### src/sv/baro_pressure_temp_compensation_defines.svh
// Assertion macros shared by the barometric compensation RTL.
`ifndef BARO_PRESSURE_TEMP_COMPENSATION_DEFINES_SVH
`define BARO_PRESSURE_TEMP_COMPENSATION_DEFINES_SVH

`ifndef ASSERT_OFF

// Same-cycle implication, disabled while reset is high.
`define BPTC_ASSERT_IMPLY(lbl, clk_s, rst_s, ante, cons) \
  lbl: assert property (@(posedge clk_s) disable iff (rst_s) (ante) |-> (cons)) \
    else $error("implication check failed");

// Implication after a fixed number of cycles, disabled while reset is high.
`define BPTC_ASSERT_DELAY(lbl, clk_s, rst_s, dly, ante, cons) \
  lbl: assert property (@(posedge clk_s) disable iff (rst_s) (ante) |-> ##dly (cons)) \
    else $error("delayed implication check failed");

`else

`define BPTC_ASSERT_IMPLY(lbl, clk_s, rst_s, ante, cons)
`define BPTC_ASSERT_DELAY(lbl, clk_s, rst_s, dly, ante, cons)

`endif

`endif

### src/sv/bptc_pkg.sv
// Types, widths and constants shared by the barometric compensation pipeline.
`default_nettype none

package bptc_pkg;

  // Field widths of the channels.
  localparam int RAW_W      = 24;
  localparam int ADC_BITS   = 24;
  localparam int COEF_W     = 16;
  localparam int CFG_IDX_W  = 3;
  localparam int PRESS_W    = 32;
  localparam int TEMP_W     = 20;

  // Pipeline depth: three stages in the first-order part, the rest after it.
  localparam int PIPE_DEPTH  = 10;
  localparam int FIRST_DEPTH = 3;
  localparam int TAIL_DEPTH  = PIPE_DEPTH - FIRST_DEPTH;

  // Temperature thresholds in 0.01 C.
  localparam int T_REF  = 2000;
  localparam int T_VLOW = -1500;

  // Shift amounts of the compensation formulas.
  localparam int REF_SH       = 8;
  localparam int TEMP_DIV_SH  = 23;
  localparam int OFF_BASE_SH  = 16;
  localparam int OFF_DIV_SH   = 7;
  localparam int SENS_BASE_SH = 15;
  localparam int SENS_DIV_SH  = 8;
  localparam int T2_SH        = 31;
  localparam int SENS_Q_SH    = 21;
  localparam int P_SH         = 15;

  // Internal widths, sized to the value ranges.
  localparam int DT_W    = RAW_W + 1;
  localparam int PROD1_W = DT_W + COEF_W + 1;
  localparam int Q_W     = 18;
  localparam int TEMP1_W = 19;
  localparam int OFF1_W  = 36;
  localparam int SENS1_W = 36;
  localparam int T2_W    = 17;
  localparam int SQ_W    = 35;
  localparam int SQ5_W   = 37;
  localparam int CORR_W  = 38;
  localparam int FIN_W   = 40;
  localparam int SQ21_W  = 20;
  localparam int PROD2_W = RAW_W + 1 + SQ21_W;
  localparam int DIFF_W  = PROD2_W + 1;

  localparam logic [RAW_W-1:0] ADC_MASK = RAW_W'((64'd1 << ADC_BITS) - 64'd1);

  // Configuration register indexes.
  typedef enum logic [CFG_IDX_W-1:0] {
    REG_PRESS_SENS = 3'd0,
    REG_PRESS_OFF  = 3'd1,
    REG_SENS_TCO   = 3'd2,
    REG_OFF_TCO    = 3'd3,
    REG_REF_TEMP   = 3'd4,
    REG_TEMP_SLOPE = 3'd5
  } cfg_reg_t;

  typedef struct packed {
    logic [COEF_W-1:0] coef_pressure_sensitivity;
    logic [COEF_W-1:0] coef_pressure_offset;
    logic [COEF_W-1:0] coef_sensitivity_tempco;
    logic [COEF_W-1:0] coef_offset_tempco;
    logic [COEF_W-1:0] coef_reference_temp;
    logic [COEF_W-1:0] coef_temp_slope;
  } coef_t;

  typedef struct packed {
    logic [RAW_W-1:0] raw_press;
    logic [RAW_W-1:0] raw_temp;
  } sample_t;

  typedef struct packed {
    logic signed [PRESS_W-1:0] pressure_centimbar;
    logic signed [TEMP_W-1:0]  temp_centidegree;
  } result_t;

  // Beat leaving the first-order section.
  typedef struct packed {
    logic                      valid;
    logic [RAW_W-1:0]          d1;
    logic signed [Q_W-1:0]     q;
    logic signed [TEMP1_W-1:0] temp1;
    logic signed [TEMP1_W-1:0] e;
    logic                      lo;
    logic                      vlo;
    logic signed [OFF1_W-1:0]  off1;
    logic signed [SENS1_W-1:0] sens1;
    logic [T2_W-1:0]           t2;
  } first_t;

  // Beat leaving the second-order section.
  typedef struct packed {
    logic                     valid;
    logic [RAW_W-1:0]         d1;
    logic signed [TEMP_W-1:0] temp_f;
    logic signed [FIN_W-1:0]  off_f;
    logic signed [FIN_W-1:0]  sens_f;
  } second_t;

endpackage

`default_nettype wire

### src/sv/bptc_cfg.sv
// Calibration coefficient registers with a plain write port.
`default_nettype none

module bptc_cfg (
  input  logic                             clk,
  input  logic                             rst,
  input  logic                             we,
  input  logic [bptc_pkg::CFG_IDX_W-1:0]   idx,
  input  logic [bptc_pkg::COEF_W-1:0]      data,
  output bptc_pkg::coef_t                  coefs
);
  import bptc_pkg::*;

  // Writes to indexes past the last coefficient are dropped.
  always_ff @(posedge clk) begin
    if (rst) begin
      coefs <= '0;
    end else if (we) begin
      unique case (idx)
        REG_PRESS_SENS: coefs.coef_pressure_sensitivity <= data;
        REG_PRESS_OFF:  coefs.coef_pressure_offset      <= data;
        REG_SENS_TCO:   coefs.coef_sensitivity_tempco   <= data;
        REG_OFF_TCO:    coefs.coef_offset_tempco        <= data;
        REG_REF_TEMP:   coefs.coef_reference_temp       <= data;
        REG_TEMP_SLOPE: coefs.coef_temp_slope           <= data;
        default: begin
        end
      endcase
    end
  end

endmodule

`default_nettype wire

### config.mk
export PLATFORM = sky130hd
export DESIGN_NAME = bptc_cfg
export DESIGN_NICKNAME = d
export VERILOG_FILES = /design/src/sv/baro_pressure_temp_compensation_defines.svh /design/src/sv/bptc_pkg.sv /design/src/sv/bptc_cfg.sv
export SDC_FILE = /design/constraint.sdc
export NUM_CORES = 1
export LEC_CHECK = 0
export ABC_AREA = 1
export BUFFER_PORTS_ARGS = -buffer_cell sky130_fd_sc_hd__buf_2
export CAP_MARGIN = 20
export CORE_AREA = 2 2 95 97
export CTS_CLUSTER_DIAMETER = 50
export CTS_CLUSTER_SIZE = 28
export DETAILED_ROUTE_END_ITERATION = 8
export DIE_AREA = 0 0 97 99
export GPL_TIMING_DRIVEN = 0
export PLACE_DENSITY = 0.83
export SLEW_MARGIN = 40
export SYNTH_ARGS = -nofsm -noshare
export SYNTH_HDL_FRONTEND = slang
export SYNTH_SLANG_ARGS = --single-unit
### constraint.sdc
create_clock -name clk -period 1 [get_ports clk]
set_clock_uncertainty 0.05 [all_clocks]
set_input_delay 0.15 -clock clk [delete_from_list [all_inputs] [get_ports clk]]
set_output_delay 0.15 -clock clk [all_outputs]
set_load 0.005 [all_outputs]
Word level (Yosys, flattened, before mapping)
Cells that the tools add are included.

storage, ports and cells
  register bits = 96
  bits in latches = 0
  memory bits (writable) = 0
  ROM bits = 0
  bits of input ports = 22
  output and inout port bits = 96
  word-level logic and storage cells = 18
  memories = 0

operators by class
  add/subtract/negate cells = 0
  multiply operators = 0
  divide/modulo/power cells = 0
  $lt $le $gt $ge = 0
  equality and inequality tests = 5
  shifts and indexed selects = 0
  muxes and demuxes = 0
  bitwise operators = 0
  reductions and logical operators = 7

operators with widths
  cell                                                              number
  2-bit AND reduction                                               6
  3-bit by 2-bit == test with 1-bit output (second input constant)  2
  3-bit == test (second input constant)                             2
  3-bit by 1-bit == test with 1-bit output (second input constant)  1
  3-bit zero test                                                   1

Logic depth before layout (Yosys ltp)
  depth after elaboration = 2
  mapped depth = 6
  depth with buffers taken out = 5

Worst setup path before layout
OpenSTA, ideal clock, no wires.

  path kind = input -> register
  start = input port we
  end = register coefs[63] (netlist name)
  library setup time = 0.113 ns
  data arrival time = 0.762 ns
  setup slack = 0.076 ns
  stages on the path = 6
  buffers on the path = 1
  cell sequence = inv_1 > nor2_2 > buf_2 > nand3_1 > nand2_1 > nor2_1

between the ends
  longest elaborated chain between the ends = 1

ends and longest elaborated chain
  element                        RTL line        RTL
  from (decl)                    bptc_cfg.sv:7   input logic we,
  2-bit AND reduction (no line)  n/a
  to (decl)                      bptc_cfg.sv:10  output bptc_pkg::coef_t coefs

Every way passes these cells.
A chain may end at the register's enable or synchronous reset.

Worst setup path after layout
  start = register coefs[37] (netlist name)
  end = output port coefs[37] (netlist name)

No word-level cell between the ends.

==> run metrics <==
WHS Endpoint coefs[79]$_SDFFE_PP0P_; Yosys top cell area share 0.498; core area 0.00855 mm^2; vias per cell 5.06; Syn Area/Cell 6.99 um^2; global route overflow 0; DRC viols 0; number of distinct library cells after synthesis 14; largest cells by area after synthesis dfxtp_1, nor2_1, nand3_1, nand2_1, buf_2; CP max FO 2; Worst-Margin Slew 0.503 ns; FF+latch count, synth 96; min-delay src data[15]; Starting Density 0.451; nets 715; setup violators final 63; die area 0.00960 mm^2; ANT nets after route 0; leak pwr 2.56 nW; # IOs 118; crit start category flip-flop; min cycle time layout 1.03 ns; status complete, but fails checks; Reg with most FFs coefs; clock slew at reported path FFs 0.10 ns; violated checks negative setup slack; max FFs per register 96; GPL Wtd Cong 0.845; Post-Syn Instances 552; routed len/inst 14.6 um; Largest regs coefs (96); CTS Buffer Depth 2; IO buf count 117; WP buf/inv 1; max cap viols 0; Mapped Nets 574; Routed WL 11800 um; Row Count 34; CTS Sinks 96; Crit Path Category flip-flop to output pin; initial antenna violation count 0; worst r2r src coefs[63]$_SDFFE_PP0P_; clock root buffer clkbuf_8; Rel. slew slack 0.665; final count of hold timing violations 0; die height 99 um; Tot GR Track Use 0.235; Power Dens Cells 1460 mW/mm^2; Cell Area, Synth 0.00386 mm^2; Place WS -0.342 ns; via count 4081; Arr. time, crit path 0.83 ns; CP cell instances buf_2; reg2reg path depth 4; CTS tree built; CP Data Required Time 0.80 ns; post-route clock period utilization 1.03; final hold slack 0.179 ns; post-layout worst setup margin -0.0343 ns; Slew Viols, Final 0; Max Fclk 967 MHz; total CTS buffers 9; drt first pass iters 6; fraction of layout cells with a size suffix above 1 0.403; Die W 97 um; clk_lat worst skew 0.35 ns; CTS H-tree lvls 3; r2r setup slk 0.13 ns; Crit path largest cell delay 0.35 ns; number of antenna repair diodes 0; Worst Hold Class primary input to flip-flop; first-pass GRT wire length 17900 um; Worst path top cell family by delay flip-flops; vias in the first global route 3750; RSZ-0062 raised after global routing true; biggest area consumer among synthesized cells dfxtp_1; synth-to-layout area growth 34.6%; Initial DRC Count 254; Crit-path slowest cell dfxtp_2; largest net degree at the start of global routing 17; hpwl dp 8300 um; YS warnings 0; hold path cells 5; register area share after synthesis 0.498; worst vdd ir 784 uV; Critical R2R Capture coefs[63]$_SDFFE_PP0P_; CP endpoint kind output pin
==> where the power goes <==
group          leakage (nW)  switching (mW)  internal [mW]  total (mW)
registers             0.825          0.0808           3.98        4.06
clock network        0.0933            1.38           1.17        2.55
logic                  1.64           0.597          0.388       0.985
total                  2.56            2.06           5.54        7.59
==> through the flow <==
stage	TNS (ns)	power, mW	instances	area (um^2)	util
2_1_floorplan	0	4.65	552	3860	-
3_3_place_gp	-19.64	4.97	777	4580	0.535
3_5_place_dp	-23.17	5.00	777	4580	0.535
4_1_cts	-1.09	7.55	801	5020	0.587
5_1_grt	-3.43	7.91	806	5190	0.607
6_report	-0.476	7.59	806	5190	0.607
==> layer usage <==
layer  vias to the layer above  global-route usage  part of all wire  wire length [um]
met3                        36              0.0518             0.074               875
met4                         0               0.109             0.032               376
met2                       199               0.393              0.47              5540
li1                       1993                   -                 -                 -
met5                         -                   0                 0                 0
met1                      1853               0.292              0.42              4960
==> placed cells by master (no fill, tap or decap), types with 7 or more instances in the layout <==
cell type	instances
dfxtp_2	96
inv_1	20
nor2_4	7
clkbuf_8	9
nand2_1	101
buf_6	31
nor2_1	193
buf_2	107
nand3_1	96
buf_4	19
==> cells by family (layout without fill, tap and decap cells) <==
kind of cell           Yosys count  count (layout)  synth area share
and+or+nand+nor                400             400             0.435
DFF                             96              96             0.498
buffers and inverters           56             202            0.0671
==> area by class of cell <==
class | count | area [um^2]
fillers | 782 | 3360
flip-flops and latches | 96 | 2040
multi-input cells | 400 | 1680
repair buffers | 130 | 877
plain buffers | 33 | 174
well taps | 108 | 135
clock buffers | 10 | 128
inverters | 23 | 86.3
clock inverters | 6 | 67.6
==> repair_timing <==
item,CTS,global route
hold buffers,0,0
gates resized for setup,105,24
setup endpoints to repair,94,108
setup buffers,8,5
==> cell usage after synthesis <==
master / count
buf_1: 4
buf_2: 21
buf_4: 6
clkbuf_1: 2
clkinv_1: 1
dfxtp_1: 96
inv_1: 20
inv_2: 2
nand2_1: 101
nand2_2: 1
nand3_1: 96
nor2_1: 193
nor2_2: 3
nor2_4: 6
==> how the worst max path moves through the flow <==
stage	startpoint	end	depth (start not counted)
final	coefs[37]$_SDFFE_PP0P_	coefs[37]	1
after floorplan	we	coefs[63]$_SDFFE_PP0P_	6
after global placement	rst	coefs[80]$_SDFFE_PP0P_	6
after global routing	coefs[87]$_SDFFE_PP0P_	coefs[87]	1
after CTS	coefs[91]$_SDFFE_PP0P_	coefs[91]	1
after detailed placement	rst	coefs[81]$_SDFFE_PP0P_	6
Power figures use the tool's default switching activity.
