## src/sv/baro_pressure_temp_compensation_defines.svh

```systemverilog
// Assertion macros shared by the barometric compensation RTL.
`ifndef BARO_PRESSURE_TEMP_COMPENSATION_DEFINES_SVH
`define BARO_PRESSURE_TEMP_COMPENSATION_DEFINES_SVH

`ifndef ASSERT_OFF

// Same-cycle implication, disabled while reset is high.
`define BPTC_ASSERT_IMPLY(lbl, clk_s, rst_s, ante, cons) \
  lbl: assert property (@(posedge clk_s) disable iff (rst_s) (ante) |-> (cons)) \
    else $error("implication check failed");

// Implication after a fixed number of cycles, disabled while reset is high.
`define BPTC_ASSERT_DELAY(lbl, clk_s, rst_s, dly, ante, cons) \
  lbl: assert property (@(posedge clk_s) disable iff (rst_s) (ante) |-> ##dly (cons)) \
    else $error("delayed implication check failed");

`else

`define BPTC_ASSERT_IMPLY(lbl, clk_s, rst_s, ante, cons)
`define BPTC_ASSERT_DELAY(lbl, clk_s, rst_s, dly, ante, cons)

`endif

`endif

```

## src/sv/bptc_pkg.sv

```systemverilog
// Types, widths and constants shared by the barometric compensation pipeline.
`default_nettype none

package bptc_pkg;

  // Field widths of the channels.
  localparam int RAW_W      = 24;
  localparam int ADC_BITS   = 24;
  localparam int COEF_W     = 16;
  localparam int CFG_IDX_W  = 3;
  localparam int PRESS_W    = 32;
  localparam int TEMP_W     = 20;

  // Pipeline depth: three stages in the first-order part, the rest after it.
  localparam int PIPE_DEPTH  = 10;
  localparam int FIRST_DEPTH = 3;
  localparam int TAIL_DEPTH  = PIPE_DEPTH - FIRST_DEPTH;

  // Temperature thresholds in 0.01 C.
  localparam int T_REF  = 2000;
  localparam int T_VLOW = -1500;

  // Shift amounts of the compensation formulas.
  localparam int REF_SH       = 8;
  localparam int TEMP_DIV_SH  = 23;
  localparam int OFF_BASE_SH  = 16;
  localparam int OFF_DIV_SH   = 7;
  localparam int SENS_BASE_SH = 15;
  localparam int SENS_DIV_SH  = 8;
  localparam int T2_SH        = 31;
  localparam int SENS_Q_SH    = 21;
  localparam int P_SH         = 15;

  // Internal widths, sized to the value ranges.
  localparam int DT_W    = RAW_W + 1;
  localparam int PROD1_W = DT_W + COEF_W + 1;
  localparam int Q_W     = 18;
  localparam int TEMP1_W = 19;
  localparam int OFF1_W  = 36;
  localparam int SENS1_W = 36;
  localparam int T2_W    = 17;
  localparam int SQ_W    = 35;
  localparam int SQ5_W   = 37;
  localparam int CORR_W  = 38;
  localparam int FIN_W   = 40;
  localparam int SQ21_W  = 20;
  localparam int PROD2_W = RAW_W + 1 + SQ21_W;
  localparam int DIFF_W  = PROD2_W + 1;

  localparam logic [RAW_W-1:0] ADC_MASK = RAW_W'((64'd1 << ADC_BITS) - 64'd1);

  // Configuration register indexes.
  typedef enum logic [CFG_IDX_W-1:0] {
    REG_PRESS_SENS = 3'd0,
    REG_PRESS_OFF  = 3'd1,
    REG_SENS_TCO   = 3'd2,
    REG_OFF_TCO    = 3'd3,
    REG_REF_TEMP   = 3'd4,
    REG_TEMP_SLOPE = 3'd5
  } cfg_reg_t;

  typedef struct packed {
    logic [COEF_W-1:0] coef_pressure_sensitivity;
    logic [COEF_W-1:0] coef_pressure_offset;
    logic [COEF_W-1:0] coef_sensitivity_tempco;
    logic [COEF_W-1:0] coef_offset_tempco;
    logic [COEF_W-1:0] coef_reference_temp;
    logic [COEF_W-1:0] coef_temp_slope;
  } coef_t;

  typedef struct packed {
    logic [RAW_W-1:0] raw_press;
    logic [RAW_W-1:0] raw_temp;
  } sample_t;

  typedef struct packed {
    logic signed [PRESS_W-1:0] pressure_centimbar;
    logic signed [TEMP_W-1:0]  temp_centidegree;
  } result_t;

  // Beat leaving the first-order section.
  typedef struct packed {
    logic                      valid;
    logic [RAW_W-1:0]          d1;
    logic signed [Q_W-1:0]     q;
    logic signed [TEMP1_W-1:0] temp1;
    logic signed [TEMP1_W-1:0] e;
    logic                      lo;
    logic                      vlo;
    logic signed [OFF1_W-1:0]  off1;
    logic signed [SENS1_W-1:0] sens1;
    logic [T2_W-1:0]           t2;
  } first_t;

  // Beat leaving the second-order section.
  typedef struct packed {
    logic                     valid;
    logic [RAW_W-1:0]         d1;
    logic signed [TEMP_W-1:0] temp_f;
    logic signed [FIN_W-1:0]  off_f;
    logic signed [FIN_W-1:0]  sens_f;
  } second_t;

endpackage

`default_nettype wire

```

## src/sv/bptc_press.sv

```systemverilog
// Pressure section: SENS scaling, D1 product, offset, final scaling and saturation.
`default_nettype none

module bptc_press (
  input  logic              clk,
  input  logic              rst,
  input  bptc_pkg::second_t stage_in,
  output logic              done,
  output bptc_pkg::result_t result
);
  import bptc_pkg::*;

  localparam logic signed [FIN_W-1:0] SENS_Q_BIAS =
    FIN_W'((64'd1 << SENS_Q_SH) - 64'd1);
  localparam logic signed [DIFF_W-1:0] P_BIAS =
    DIFF_W'((64'd1 << P_SH) - 64'd1);
  localparam logic signed [DIFF_W-1:0] P_MAX =
    {{(DIFF_W-PRESS_W+1){1'b0}}, {(PRESS_W-1){1'b1}}};
  localparam logic signed [DIFF_W-1:0] P_MIN =
    {{(DIFF_W-PRESS_W+1){1'b1}}, {(PRESS_W-1){1'b0}}};

  // Stage 7: SENS / 2^21, truncated toward zero.
  logic signed [FIN_W-1:0]  sens_adj;
  logic signed [FIN_W-1:0]  sens_div;
  logic                     v7;
  logic [RAW_W-1:0]         d1_s7;
  logic signed [SQ21_W-1:0] sq21;
  logic signed [FIN_W-1:0]  off_s7;
  logic signed [TEMP_W-1:0] temp_s7;

  assign sens_adj = stage_in.sens_f + (stage_in.sens_f[FIN_W-1] ? SENS_Q_BIAS : '0);
  assign sens_div = sens_adj >>> SENS_Q_SH;

  always_ff @(posedge clk) begin
    d1_s7   <= stage_in.d1;
    sq21    <= sens_div[SQ21_W-1:0];
    off_s7  <= stage_in.off_f;
    temp_s7 <= stage_in.temp_f;
    if (rst) begin
      v7 <= 1'b0;
    end else begin
      v7 <= stage_in.valid;
    end
  end

  // Stage 8: D1 times the scaled sensitivity.
  logic signed [PROD2_W-1:0] prod_c;
  logic                      v8;
  logic signed [PROD2_W-1:0] prod;
  logic signed [FIN_W-1:0]   off_s8;
  logic signed [TEMP_W-1:0]  temp_s8;

  assign prod_c = $signed({1'b0, d1_s7}) * sq21;

  always_ff @(posedge clk) begin
    prod    <= prod_c;
    off_s8  <= off_s7;
    temp_s8 <= temp_s7;
    if (rst) begin
      v8 <= 1'b0;
    end else begin
      v8 <= v7;
    end
  end

  // Stage 9: subtract the offset.
  logic                     v9;
  logic signed [DIFF_W-1:0] diff;
  logic signed [TEMP_W-1:0] temp_s9;

  always_ff @(posedge clk) begin
    diff    <= DIFF_W'(prod) - DIFF_W'(off_s8);
    temp_s9 <= temp_s8;
    if (rst) begin
      v9 <= 1'b0;
    end else begin
      v9 <= v8;
    end
  end

  // Stage 10: divide by 2^15 toward zero and saturate to 32 bits.
  logic signed [DIFF_W-1:0]  diff_adj;
  logic signed [DIFF_W-1:0]  p_div;
  logic signed [PRESS_W-1:0] p_sat;

  assign diff_adj = diff + (diff[DIFF_W-1] ? P_BIAS : '0);
  assign p_div    = diff_adj >>> P_SH;

  always_comb begin
    priority if (p_div > P_MAX) begin
      p_sat = P_MAX[PRESS_W-1:0];
    end else if (p_div < P_MIN) begin
      p_sat = P_MIN[PRESS_W-1:0];
    end else begin
      p_sat = p_div[PRESS_W-1:0];
    end
  end

  always_ff @(posedge clk) begin
    result.pressure_centimbar <= p_sat;
    result.temp_centidegree   <= temp_s9;
    if (rst) begin
      done <= 1'b0;
    end else begin
      done <= v9;
    end
  end

endmodule

`default_nettype wire

```

## config.mk

```make
export PLATFORM = sky130hd
export DESIGN_NAME = bptc_press
export DESIGN_NICKNAME = d
export VERILOG_FILES = /design/src/sv/baro_pressure_temp_compensation_defines.svh /design/src/sv/bptc_pkg.sv /design/src/sv/bptc_press.sv
export SDC_FILE = /design/constraint.sdc
export NUM_CORES = 1
export LEC_CHECK = 0
export BUFFER_PORTS_ARGS = -buffer_cell sky130_fd_sc_hd__clkbuf_2
export CORE_MARGIN = 10
export CORE_UTILIZATION = 35
export CTS_BUF_LIST = sky130_fd_sc_hd__clkbuf_4
export CTS_CLUSTER_DIAMETER = 80
export DETAILED_ROUTE_END_ITERATION = 8
export PLACE_DENSITY_LB_ADDON = 0.12
export SLEW_MARGIN = 40
export SYNTH_ARGS = -nofsm -noshare
export SYNTH_HDL_FRONTEND = slang
export SYNTH_SLANG_ARGS = --single-unit
```

## constraint.sdc

```tcl
create_clock -name clk -period 8.48 [get_ports clk]
set_input_delay 1.696 -clock clk [delete_from_list [all_inputs] [get_ports clk]]
set_output_delay 1.696 -clock clk [all_outputs]
set_load 0.1 [all_outputs]
```

After elaboration in Yosys (flattened, before gate mapping):

Index checks and enable logic that the tools add are counted.

* $add $sub $neg: 3
* multipliers: 1
* magnitude comparators: 2
* multiplexer cells: 3

Operators with widths (count)
* adder 45 x 16 -> 46 bit: 1
* subtractor 44 x 40 -> 45 bit: 1
* multiplier 25 x 19 -> 44 bit: 1
* adder 40 x 21 -> 40 bit: 1
* greater-than comparator 31 x 32 -> 1 bit, second input constant: 1
* < comparator 31 x 32 -> 1 bit, second input constant: 1
* two-way mux 32 bit: 1
* two-way mux 21 bit: 1
* two-way mux 15 bit: 1

* bits in registers: 328
* bits of input ports: 127
* output and inout port bits: 53
* logic and storage cells: 24

Longest topological paths before layout:

* word-level depth: 4
* mapped depth: 27
* mapped depth without buffers: 25

Worst setup path before layout:

OpenSTA, ideal clock, no wires.

* path type: flip-flop to flip-flop
* start: register d1_s7[2]
* end: register prod[37]
* setup time: 0.119 ns
* arrival: 6.542 ns
* required time: 8.361 ns
* slack: 1.820 ns
* stages on the path, launching flop included: 22
* path buffers: 2
* clock period less this slack: 6.660 ns
* cells stage by stage: dfxtp_1 clkbuf_1 clkbuf_1 nand2_1 fa_1 fa_1 inv_1 fa_1 fa_1 fa_1 fa_1 fa_1 ha_1 nand3_1 nor2_1 a221oi_1 a21oi_2 a221o_2 a211o_1 a32o_1 a21bo_1 xnor2_1

* longest elaborated chain between the ends: 1

RTL lines
* start, declared: line bptc_press.sv:26 `logic [RAW_W-1:0] d1_s7;`
* start signal, assigned: line bptc_press.sv:35 `d1_s7 <= stage_in.d1;`
* multiplier 25 x 19 -> 44 bit: line bptc_press.sv:53 `assign prod_c = $signed({1'b0, d1_s7}) * sq21;`
* named net prod_c[37]: line bptc_press.sv:47 `logic signed [PROD2_W-1:0] prod_c;`
* end signal, assigned: line bptc_press.sv:56 `prod <= prod_c;`
* end, declared: line bptc_press.sv:49 `logic signed [PROD2_W-1:0] prod;`

The timed path passes the listed nets, and every way through them passes these cells.
A chain may end at the register's enable or synchronous reset.

Worst setup path after layout:

* start: register d1_s7[14]
* end: register prod[40]

The elaborated chain is that of the path after synthesis.

==> results.toml <==
[yosys]
synth_area_um2 = 26200
yosysWarnings = 0
synth_fp_nets = 3452
synth_edf_count = 0
yosys.area.top_type = "fa_1"
synth.most_common_cell = "inv_1"
syn_area_per_cell_um2 = 9.69
synth_area_leaders = "fa_1, dfxtp_1, ha_1"
synthTopCellsByCount = "inv_1, fa_1, dfxtp_1"
synth_ff_type = "dfxtp_1"
yosysSeqAreaShare_pct = 25.1
synth_top_area_share_pct = 28.6
ys_async_sr_fraction_pct = 0
synthCells = 2701
synth.distinct_cells = 61
ys_ff_latch = 328

[worst_setup_path]
critPathTopFamily = "adder cells"
cpMostUsedCell = "fa_1"
worst_ep_required_time_ns = 9.23
cpPeakStageDelay_ns = 0.86
critical_path.cell_chain = "and2_1 > fa_1 > fa_1 > inv_1 > fa_1 > inv_1 > fa_1 > fa_1 > fa_1 > ha_1 > ha_1 > a21o_1 > a21oi_1 > o21ai_0 > a41oi_1 > nand3_1 > a2111oi_0 > o21ai_0 > nand2_1 > o31ai_1 > xor2_1"
r2r_slack_ns = 1.24
criticalPathCategory = "reg -> reg"
cp_slowest_cell = "dfxtp_1"
startpoint = "d1_s7[14]"
cp_max_fo = 19
cp_data_arrival_time_ns = 8.00
worstSetupStartpointType = "flop"
cp.buffers_inverters = 2
r2r-start = "d1_s7[14]"
cp-end-kind = "flop"

[die]
initial_core_util_pct = 35.2
pin_count = 180
coreArea_um2 = 74300
row_count = 100
die-width_um = 293
die-area_um2 = 86100
dieHeight_um = 293

[place]
dp_hpwl_um = 53100
place.gp.congestion = 0.832
place_area_um2 = 28100
port_buffers = 179

[finish]
area_delta_synth_final_pct = 11.8
fin_area_um2 = 29300
nets = 3650
drive_gt1_share_pct = 12.7
finish.utilization_pct = 39.4

[sta]
holdWs_ns = 0.306
fin_crit_sh_pct = 85.4
rsz0062_at_grt = "no"
relSlewSlack_pct = 41.7
fmax_mhz = 138
final.setup_skew_ns = 0.0966
fin_crit_ns = 7.24
setup_viol = 0
slew_violations = 0
finalHoldViolations = 0
worst_pin_slew_ns = 0.874
fin_tns_setup_ns = 0

[clocking]
post-cts-setup-buffer-count = 0
htree_levels = 3
hold_buffers = 0
clkLatencyLatePin_ns = 0.89
numCtsBuffers = 90
cts_resized = 0
cts_tree = "yes"
root_buffer = "clkbuf_4"
cts.path.max_buffers = 3
cts.sinks = 328
path_clk_slew_ns = 0.06

[drt]
routed_wl_um = 66700
firstDrtPassIters = 7
routedWlPerCell_um = 16.9
vias = 18500
via_per_inst = 4.69
drtAntennaViolNets = 0
drt_iter0_markers = 671
drc = 0

[grt]
grt_max_degree = 27
grt_overflow_total = 0
antenna_found_initial = 2
track_usage_pct = 15.9
grt_pass1_vias = 20200
grt_pass1_wl_um = 109000

[flow_run]
cap_violations = 0

[min_path]
hold_class = "reg -> reg"
hp-start = "temp_s7[14]"

[outcome]
status = "completed"
## metrics by stage
step | std cells | setup WS, ns
after floorplan | 2701 | 1.82
after global placement | 3776 | 1.06
after detailed placement | 3776 | 1.17
after CTS | 3939 | 1.21
after global routing | 3943 | 0.759
final | 3944 | 1.24
## cell type report
| type | count | area, um^2 |
|---|---|---|
| Clock buffer | 122 | 916 |
| Multi-Input combinational cell | 1811 | 17500 |
| Sequential cell | 328 | 6600 |
| Fill cell | 7553 | 45100 |
| Clock inverter | 41 | 213 |
| Tap cell | 969 | 1210 |
| Timing Repair Buffer | 199 | 1050 |
| Antenna cell | 5 | 12.5 |
| Inverter | 469 | 1760 |
## routing by layer
metal  vias up  share of wire, %  global-route usage [%]
li1       8906                 -                       -
met1      9085                47                    21.2
met2       407                45                    25.6
met3       102               5.2                    3.49
met4         0               2.3                    4.57
met5         -                 0                       0
## cell usage in the layout, fill, tap and decap left out, drive strengths merged, types with 35 or more instances in the layout
cell type  instances
o21ai             56
a21o              55
nor2              59
and2             216
clkbuf           301
xnor2             86
ha               250
nand2            300
xor2              36
clkinv            35
nand3             36
fa               374
inv              474
nor2b             40
dfxtp            328
a21oi            107
## sequential cells by signal, indices dropped and copies added, names as in the netlist, 19 cells and up
name	count
temp_s7	20
temp_s9	20
sq21	19
result	52
prod	44
off_s7	40
off_s8	40
temp_s8	20
diff	45
d1_s7	24
## worst reg2reg max path, delay by kind of cell, from the launching register on
kind | cells | cell delay (ns)
xor+xnor | 1 | 0.15
flops | 1 | 0.86
compound gates | 7 | 1.67
buf+inv | 2 | 0.13
simple gates | 3 | 0.63
fa+ha+maj | 8 | 3.73
## logic make-up (layout without fill, tap and decap cells)
| logic type | count (synthesis) | after routing | synth area share, % |
|---|---|---|---|
| and+or+nand+nor | 744 | 744 | 14.2 |
| adders and majority gates | 624 | 624 | 40.6 |
| buffers and inverters | 562 | 831 | 8.06 |
| DFF | 328 | 328 | 25.1 |
| AOI/OAI and AO/OA | 320 | 320 | 7.95 |
| xor gates and xnor gates | 122 | 122 | 4.08 |
| muxes | 1 | 1 | 0.0382 |
| other | 0 | 5 | 0 |
## final timing paths
path            endpoint  cells after the start
max reg2reg     prod[40]                     21
max             prod[40]                     21
min reg2reg  temp_s8[14]                      0
min          temp_s8[14]                      0
Power is left out: the tool's default activity adds up to more than one toggle a clock period on the data nets, which glitch-free logic cannot reach.
