==> src/sv/baro_pressure_temp_compensation_defines.svh <==
// Assertion macros shared by the barometric compensation RTL.
`ifndef BARO_PRESSURE_TEMP_COMPENSATION_DEFINES_SVH
`define BARO_PRESSURE_TEMP_COMPENSATION_DEFINES_SVH

`ifndef ASSERT_OFF

// Same-cycle implication, disabled while reset is high.
`define BPTC_ASSERT_IMPLY(lbl, clk_s, rst_s, ante, cons) \
  lbl: assert property (@(posedge clk_s) disable iff (rst_s) (ante) |-> (cons)) \
    else $error("implication check failed");

// Implication after a fixed number of cycles, disabled while reset is high.
`define BPTC_ASSERT_DELAY(lbl, clk_s, rst_s, dly, ante, cons) \
  lbl: assert property (@(posedge clk_s) disable iff (rst_s) (ante) |-> ##dly (cons)) \
    else $error("delayed implication check failed");

`else

`define BPTC_ASSERT_IMPLY(lbl, clk_s, rst_s, ante, cons)
`define BPTC_ASSERT_DELAY(lbl, clk_s, rst_s, dly, ante, cons)

`endif

`endif

==> src/sv/bptc_pkg.sv <==
// Types, widths and constants shared by the barometric compensation pipeline.
`default_nettype none

package bptc_pkg;

  // Field widths of the channels.
  localparam int RAW_W      = 24;
  localparam int ADC_BITS   = 24;
  localparam int COEF_W     = 16;
  localparam int CFG_IDX_W  = 3;
  localparam int PRESS_W    = 32;
  localparam int TEMP_W     = 20;

  // Pipeline depth: three stages in the first-order part, the rest after it.
  localparam int PIPE_DEPTH  = 10;
  localparam int FIRST_DEPTH = 3;
  localparam int TAIL_DEPTH  = PIPE_DEPTH - FIRST_DEPTH;

  // Temperature thresholds in 0.01 C.
  localparam int T_REF  = 2000;
  localparam int T_VLOW = -1500;

  // Shift amounts of the compensation formulas.
  localparam int REF_SH       = 8;
  localparam int TEMP_DIV_SH  = 23;
  localparam int OFF_BASE_SH  = 16;
  localparam int OFF_DIV_SH   = 7;
  localparam int SENS_BASE_SH = 15;
  localparam int SENS_DIV_SH  = 8;
  localparam int T2_SH        = 31;
  localparam int SENS_Q_SH    = 21;
  localparam int P_SH         = 15;

  // Internal widths, sized to the value ranges.
  localparam int DT_W    = RAW_W + 1;
  localparam int PROD1_W = DT_W + COEF_W + 1;
  localparam int Q_W     = 18;
  localparam int TEMP1_W = 19;
  localparam int OFF1_W  = 36;
  localparam int SENS1_W = 36;
  localparam int T2_W    = 17;
  localparam int SQ_W    = 35;
  localparam int SQ5_W   = 37;
  localparam int CORR_W  = 38;
  localparam int FIN_W   = 40;
  localparam int SQ21_W  = 20;
  localparam int PROD2_W = RAW_W + 1 + SQ21_W;
  localparam int DIFF_W  = PROD2_W + 1;

  localparam logic [RAW_W-1:0] ADC_MASK = RAW_W'((64'd1 << ADC_BITS) - 64'd1);

  // Configuration register indexes.
  typedef enum logic [CFG_IDX_W-1:0] {
    REG_PRESS_SENS = 3'd0,
    REG_PRESS_OFF  = 3'd1,
    REG_SENS_TCO   = 3'd2,
    REG_OFF_TCO    = 3'd3,
    REG_REF_TEMP   = 3'd4,
    REG_TEMP_SLOPE = 3'd5
  } cfg_reg_t;

  typedef struct packed {
    logic [COEF_W-1:0] coef_pressure_sensitivity;
    logic [COEF_W-1:0] coef_pressure_offset;
    logic [COEF_W-1:0] coef_sensitivity_tempco;
    logic [COEF_W-1:0] coef_offset_tempco;
    logic [COEF_W-1:0] coef_reference_temp;
    logic [COEF_W-1:0] coef_temp_slope;
  } coef_t;

  typedef struct packed {
    logic [RAW_W-1:0] raw_press;
    logic [RAW_W-1:0] raw_temp;
  } sample_t;

  typedef struct packed {
    logic signed [PRESS_W-1:0] pressure_centimbar;
    logic signed [TEMP_W-1:0]  temp_centidegree;
  } result_t;

  // Beat leaving the first-order section.
  typedef struct packed {
    logic                      valid;
    logic [RAW_W-1:0]          d1;
    logic signed [Q_W-1:0]     q;
    logic signed [TEMP1_W-1:0] temp1;
    logic signed [TEMP1_W-1:0] e;
    logic                      lo;
    logic                      vlo;
    logic signed [OFF1_W-1:0]  off1;
    logic signed [SENS1_W-1:0] sens1;
    logic [T2_W-1:0]           t2;
  } first_t;

  // Beat leaving the second-order section.
  typedef struct packed {
    logic                     valid;
    logic [RAW_W-1:0]         d1;
    logic signed [TEMP_W-1:0] temp_f;
    logic signed [FIN_W-1:0]  off_f;
    logic signed [FIN_W-1:0]  sens_f;
  } second_t;

endpackage

`default_nettype wire

==> src/sv/bptc_second.sv <==
// Second-order section: squares, low-temperature corrections and their subtraction.
`default_nettype none

module bptc_second (
  input  logic              clk,
  input  logic              rst,
  input  bptc_pkg::first_t  stage_in,
  output bptc_pkg::second_t stage_out
);
  import bptc_pkg::*;

  // Stage 4: squares of the temperature offsets, and the corrected temperature.
  logic signed [2*Q_W-1:0]     dsq_c;
  logic signed [2*TEMP1_W-1:0] esq_c;
  logic signed [TEMP_W-1:0]    t2_corr;
  logic                        v4;
  logic [RAW_W-1:0]            d1_s4;
  logic [SQ_W-1:0]             dsq;
  logic [SQ_W-1:0]             esq;
  logic                        lo_s4;
  logic                        vlo_s4;
  logic signed [OFF1_W-1:0]    off1_s4;
  logic signed [SENS1_W-1:0]   sens1_s4;
  logic signed [TEMP_W-1:0]    tempf_s4;

  assign dsq_c   = stage_in.q * stage_in.q;
  assign esq_c   = stage_in.e * stage_in.e;
  assign t2_corr = stage_in.lo ? $signed(TEMP_W'(stage_in.t2)) : '0;

  always_ff @(posedge clk) begin
    d1_s4    <= stage_in.d1;
    dsq      <= dsq_c[SQ_W-1:0];
    esq      <= esq_c[SQ_W-1:0];
    lo_s4    <= stage_in.lo;
    vlo_s4   <= stage_in.vlo;
    off1_s4  <= stage_in.off1;
    sens1_s4 <= stage_in.sens1;
    tempf_s4 <= TEMP_W'(stage_in.temp1) - t2_corr;
    if (rst) begin
      v4 <= 1'b0;
    end else begin
      v4 <= stage_in.valid;
    end
  end

  // Stage 5: OFF2 and SENS2 from shift-and-add multiples of the squares.
  logic [SQ5_W-1:0]          sq5;
  logic [SQ5_W-1:0]          esq7;
  logic [CORR_W-1:0]         esq11;
  logic [CORR_W-1:0]         off2_c;
  logic [CORR_W-1:0]         sens2_c;
  logic                      v5;
  logic [RAW_W-1:0]          d1_s5;
  logic [CORR_W-1:0]         off2;
  logic [CORR_W-1:0]         sens2;
  logic signed [OFF1_W-1:0]  off1_s5;
  logic signed [SENS1_W-1:0] sens1_s5;
  logic signed [TEMP_W-1:0]  tempf_s5;

  assign sq5   = (SQ5_W'(dsq) << 2) + SQ5_W'(dsq);
  assign esq7  = (SQ5_W'(esq) << 3) - SQ5_W'(esq);
  assign esq11 = (CORR_W'(esq) << 3) + (CORR_W'(esq) << 1) + CORR_W'(esq);

  // All terms are non-negative, so the halving and quartering are shifts.
  always_comb begin
    off2_c  = '0;
    sens2_c = '0;
    if (lo_s4) begin
      off2_c  = CORR_W'(sq5 >> 1) + (vlo_s4 ? CORR_W'(esq7) : '0);
      sens2_c = CORR_W'(sq5 >> 2) + (vlo_s4 ? (esq11 >> 1) : '0);
    end
  end

  always_ff @(posedge clk) begin
    d1_s5    <= d1_s4;
    off2     <= off2_c;
    sens2    <= sens2_c;
    off1_s5  <= off1_s4;
    sens1_s5 <= sens1_s4;
    tempf_s5 <= tempf_s4;
    if (rst) begin
      v5 <= 1'b0;
    end else begin
      v5 <= v4;
    end
  end

  // Stage 6: apply the corrections.
  second_t second_next;

  always_comb begin
    second_next.valid  = v5;
    second_next.d1     = d1_s5;
    second_next.temp_f = tempf_s5;
    second_next.off_f  = FIN_W'(off1_s5) - $signed(FIN_W'(off2));
    second_next.sens_f = FIN_W'(sens1_s5) - $signed(FIN_W'(sens2));
  end

  always_ff @(posedge clk) begin
    if (rst) begin
      stage_out <= '0;
    end else begin
      stage_out <= second_next;
    end
  end

endmodule

`default_nettype wire

==> config.mk <==
export PLATFORM = sky130hd
export DESIGN_NAME = bptc_second
export DESIGN_NICKNAME = d
export VERILOG_FILES = /design/src/sv/baro_pressure_temp_compensation_defines.svh /design/src/sv/bptc_pkg.sv /design/src/sv/bptc_second.sv
export SDC_FILE = /design/constraint.sdc
export NUM_CORES = 2
export LEC_CHECK = 0
export BUFFER_PORTS_ARGS = -buffer_cell sky130_fd_sc_hd__buf_2
export CAP_MARGIN = 20
export CORE_AREA = 4 4 368 370
export CTS_BUF_LIST = sky130_fd_sc_hd__clkbuf_16
export DETAILED_ROUTE_END_ITERATION = 16
export DIE_AREA = 0 0 372 374
export GPL_TIMING_DRIVEN = 0
export MAX_ROUTING_LAYER = met4
export PLACE_DENSITY = 0.5
export SLEW_MARGIN = 20
export SYNTH_ARGS = -nofsm -noshare
export SYNTH_HDL_FRONTEND = slang
export SYNTH_SLANG_ARGS = --single-unit
==> constraint.sdc <==
create_clock -name clk -period 10.7 [get_ports clk]
set_input_delay 3.21 -clock clk [delete_from_list [all_inputs] [get_ports clk]]
set_output_delay 3.21 -clock clk [all_outputs]
set_load 0.01 [all_outputs]
* Yosys cells after proc, flatten, opt, wreduce, memory -nomap -nowiden
Cells that the tools add are included.
** Operators by class
- Add/subtract/negate cells :: 9
- Bitwise logic cells :: 0
- Shift-type cells :: 0
- Eq/ne operators :: 0
- Multiply operators :: 2
- Magnitude comparators :: 0
- Muxes and demuxes :: 3
- Divide/modulo/power cells :: 0
- Reduce and logical (&&, ||, !) cells :: 0
** Operators with widths (number)
- 36-bit by 39-bit subtractor with 40-bit output :: 2
- 37-bit two-way mux :: 2
- 35-bit by 37-bit adder with 38-bit output :: 1
- 36-bit by 37-bit adder with 38-bit output :: 1
- 38-bit by 35-bit adder with 38-bit output :: 1
- 38-bit by 36-bit adder with 38-bit output :: 1
- 37-bit by 35-bit adder with 37-bit output :: 1
- 37-bit by 35-bit subtractor with 37-bit output :: 1
- 18-bit by 18-bit multiplier with 35-bit output :: 1
- 19-bit by 19-bit multiplier with 35-bit output :: 1
- 19-bit by 18-bit subtractor with 20-bit output :: 1
- 17-bit two-way mux :: 1
** Storage, ports and cells
- Memories :: 0
- RAM bits :: 0
- Memory bits (read-only) :: 0
- Register bits :: 507
- Latch bits :: 0

* Logic depth before layout (Yosys ltp)
- Depth in word-level cells :: 4
- Depth in mapped cells :: 27
- Gate-level depth less buffers :: 26

* Worst setup path after synthesis
Ideal clock, no wire load.
- Path kind :: in2reg
- Start :: input stage_in[106] (netlist bit)
- End :: register esq[34]
- Cell stages on the path :: 25
- Path slack :: 1202 ps
- Path buffers :: 2
- Arrival :: 9426 ps
- Path through :: clkbuf_1 clkbuf_1 nand2_1 fa_1 inv_1 fa_1 inv_1 fa_1 inv_1 fa_1 fa_1 fa_1 fa_1 ha_1 nand3_1 nor2_1 and3_1 nand3_1 a21oi_1 a31oi_1 o21ai_0 or4_1 a31o_2 a21oi_1 xnor2_1
** Between the ends
- Longest elaborated chain between the ends :: 1
** Ends and longest elaborated chain
- from (decl) :: RTL line bptc_second.sv:7 : input bptc_pkg::first_t stage_in,
- 19-bit by 19-bit multiplier with 35-bit output :: RTL line bptc_second.sv:27 : assign esq_c = stage_in.e * stage_in.e;
- named net esq_c[34] :: RTL line bptc_second.sv:14 : logic signed [2*TEMP1_W-1:0] esq_c;
- to (signal assigned) :: RTL line bptc_second.sv:33 : esq <= esq_c[SQ_W-1:0];
- to (decl) :: RTL line bptc_second.sv:19 : logic [SQ_W-1:0] esq;
The timed path passes the listed nets, and every way through them passes these cells.
A chain may end at the register's enable or synchronous reset.

* Worst setup path after layout
- Start :: input stage_in[132] (netlist bit)
- End :: register dsq[34]
** Between the ends
- Longest elaborated chain between the ends :: 1
** Ends and longest elaborated chain
- 18-bit by 18-bit multiplier with 35-bit output :: RTL line bptc_second.sv:26 : assign dsq_c = stage_in.q * stage_in.q;
- named net dsq_c[34] :: RTL line bptc_second.sv:13 : logic signed [2*Q_W-1:0] dsq_c;
- to (signal assigned) :: RTL line bptc_second.sv:32 : dsq <= dsq_c[SQ_W-1:0];
- to (decl) :: RTL line bptc_second.sv:18 : logic [SQ_W-1:0] dsq;
The timed path passes the listed nets, and every way through them passes these cells.

==> summary.md <==
| Metric | Value |
|---|---|
| Status | finished clean |
| Die area | 139000 sq um |
| Vias per inst | 4.73 |
| Vias in the first global route | 35892 |
| Final Non-Filler Cells | 7206 |
| Post-layout min period | 10300 ps |
| Crit path required time | 11180 ps |
| CP Launch Type | input port |
| Clock buffer depth | 3 |
| H-tree levels | 2 |
| Rel. slew slack | 30.0% |
| Hold Crit Depth | 0 |
| Critical Path Sink | dsq[34] |
| CTS tree | yes |
| Avg WL per Cell | 17.3 microns |
| Max Clock Skew | 24.3 ps |
| Clock Latency Late Sink | 620 ps |
| Library cells used by synthesis | 89 |
| Clock root cell | clkbuf_16 |
| Seq/Total Area, Yosys | 21.3% |
| DRC errors left | 0 |
| EDFF count, synth | 0 |
| IO Pins | 299 |
| Worst reg2reg path depth | 25 |
| Area grow syn2layout | 11.8% |
| Crit path from | stage_in[132] |
| Routability cong. | 0.895 |
| Final setup violation count | 0 |
| Worst min path class | reg2reg |
| Post-synthesis register bit count | 504 |
| GR Util All Layers | 18.5% |
| Synth Flop Type | dfxtp_1 |
| Chip width | 372 microns |
| Critical path arrival | 10780 ps |
| Nets | 6691 |
| Fin Setup TNS | 0 ps |
| Syn nets | 6347 |
| Crit path largest cell delay | 630 ps |
| Dpl cells | 7112 |
| CP dominant cell by count | fa_1 |
| Postcts setup bufs | 0 |
| Max-slew violation count | 0 |
| Mean Syn Cell Area | 9.36 sq um |
| Fin. Hold Viols | 0 |
| Initial antenna violation count | 6 |
| F_max | 97.1 MHz |
| Mapped cell area | 47300 sq um |
| Worst Setup Path Type | in2reg |
| Congestion Overflow GR | 0 |
| Fin Hold WS | 311 ps |
| Core area | 133000 sq um |
| Cts bufs inserted | 52 |
| FF-to-FF End | sens2[34] |
| DRT Pass-1 Iters | 5 |
| Worst R2R Start | esq[7] |
| R2r setup slk | 4450 ps |
| Vias | 34076 |
| Ys async rst share | 0% |
| HPWL reported at the end of detailed placement | 106 mm |
| Largest net degree at the start of global routing | 17 |
| Crit Path Max Fanout | 10 |
| Syn Inst Count | 5050 |
| Hold_buf cts | 0 |
| Worst-path clk slew | 70 ps |
| Layout cells sized above 1 | 8.08% |
| First-pass GRT wire length | 198 mm |
| DRT antenna net count | 0 |
| Worst slew pin tran | 1040 ps |
| Die H | 374 microns |
| Endpoint type of the worst setup path | flip-flop |
| Drt total wl | 125 mm |
| Maxcap violations | 0 |
| Warnings, synthesis | 0 |
| Fill count | 13482 |
| Rows | 134 |
| Sink Count | 504 |
| Starting DRC count in detailed routing | 1631 |
| Starting density of the core | 35.7% |
| RSZ-0062 raised after global routing | no |
| Port-buffer cells | 294 |
| Slowest cell on crit path | o31ai_1 |
| Fin crit share | 96.3% |
critical path, delay by kind of cell:
family | cells | cell delay [ps]
AOI/OAI and AO/OA | 8 | 2090
xor gates and xnor gates | 1 | 220
adders and majority gates | 7 | 3400
buffers and inverters | 6 | 1380
and+or+nand+nor | 3 | 470
cells in the final DEF, fill, tap and decap left out, types with 86 or more instances in the layout:
cell type | synthesis | routed
ha_1 | 481 | 481
nor2b_1 | 96 | 96
xor2_1 | 86 | 86
fa_1 | 642 | 642
inv_1 | 955 | 959
dfxtp_1 | 504 | 504
and2_1 | 236 | 236
xnor2_1 | 219 | 219
buf_2 | 1 | 295
nand2_1 | 344 | 344
a21oi_1 | 254 | 254
a21o_1 | 150 | 150
nor2_1 | 227 | 227
o21ai_0 | 130 | 130
through the flow:
stage / utilization, % / worst slack (ps) / instance area (sq um)
final: 39.9 / 398 / 52900
after global routing: 39.9 / 1.48 / 52900
after CTS: 39.9 / 4.64 / 52900
after detailed placement: 38.4 / -773 / 51000
after global placement: 38.4 / -808 / 51000
after floorplan: - / 1200 / 47300
registers in the layout (all words and copies together), names as in the netlist:
signal / flops
d1_s4: 24
d1_s5: 24
dsq: 34
esq: 34
lo_s4: 1
off1_s4: 36
off1_s5: 36
off2: 38
sens1_s4: 36
sens1_s5: 36
sens2: 37
stage_out: 125
tempf_s4: 20
tempf_s5: 20
v4: 1
v5: 1
vlo_s4: 1
cell usage after synthesis (86+ instances only):
master | n | area, sq um
fa_1 | 642 | 12900
xor2_1 | 86 | 753
a21oi_1 | 254 | 1270
nor2_1 | 227 | 852
ha_1 | 481 | 6020
nor2b_1 | 96 | 601
and2_1 | 236 | 1480
clkbuf_1 | 101 | 379
nand2_1 | 344 | 1290
xnor2_1 | 219 | 1920
o21ai_0 | 130 | 651
a21o_1 | 150 | 1130
inv_1 | 955 | 3580
dfxtp_1 | 504 | 10100
layer usage:
layer / wire, microns / track usage (%)
met2: 59700 / 30.9
met3: 5740 / 2.10
met1: 56900 / 24.3
met4: 2470 / 3.57
met5: 0 / -
worst min path at each step:
stage	slack, ps	to	startpoint
CTS	310	sens1_s5[28]	sens1_s4[28]
finish	310	off1_s5[20]	off1_s4[20]
detailed placement	310	sens1_s5[14]	sens1_s4[14]
global placement	310	tempf_s5[1]	tempf_s4[1]
floorplan	310	d1_s5[0]	d1_s4[0]
global route	320	off1_s5[20]	off1_s4[20]
cell families (layout without fill, tap and decap cells):
family | Yosys count | after routing | synth area share, %
fa+ha+maj | 1123 | 1123 | 39.9
xor+xnor | 305 | 305 | 5.65
flops | 504 | 504 | 21.3
other cells | 1 | 4 | 0.00793
simple gates | 1187 | 1187 | 12.6
mux | 8 | 8 | 0.180
buf+inv | 1061 | 1446 | 8.45
compound gates | 861 | 861 | 11.9
layout make-up:
| cell class | instances | area (sq um) | area share, % |
|---|---|---|---|
| multi-input cells | 3485 | 33200 | 62.8 |
| plain buffers | 102 | 419 | 0.793 |
| clock buffers | 52 | 1300 | 2.46 |
| repair buffers | 294 | 1470 | 2.78 |
| clock inverters | 43 | 594 | 1.12 |
| inverters | 955 | 3580 | 6.78 |
| flip-flops and latches | 504 | 10100 | 19.1 |
| well taps | 1768 | 2210 | 4.18 |
| diodes | 3 | 7.51 | 0.0142 |
what timing repair did:
item,CTS,global route
pin swaps,0,0
hold endpoints to repair,0,0
gates cloned,0,0
gates resized for setup,4,27
endpoints found under the setup margin,2,5
Power is left out: the tool's default activity adds up to more than one toggle a clock period on the data nets, which glitch-free logic cannot reach.
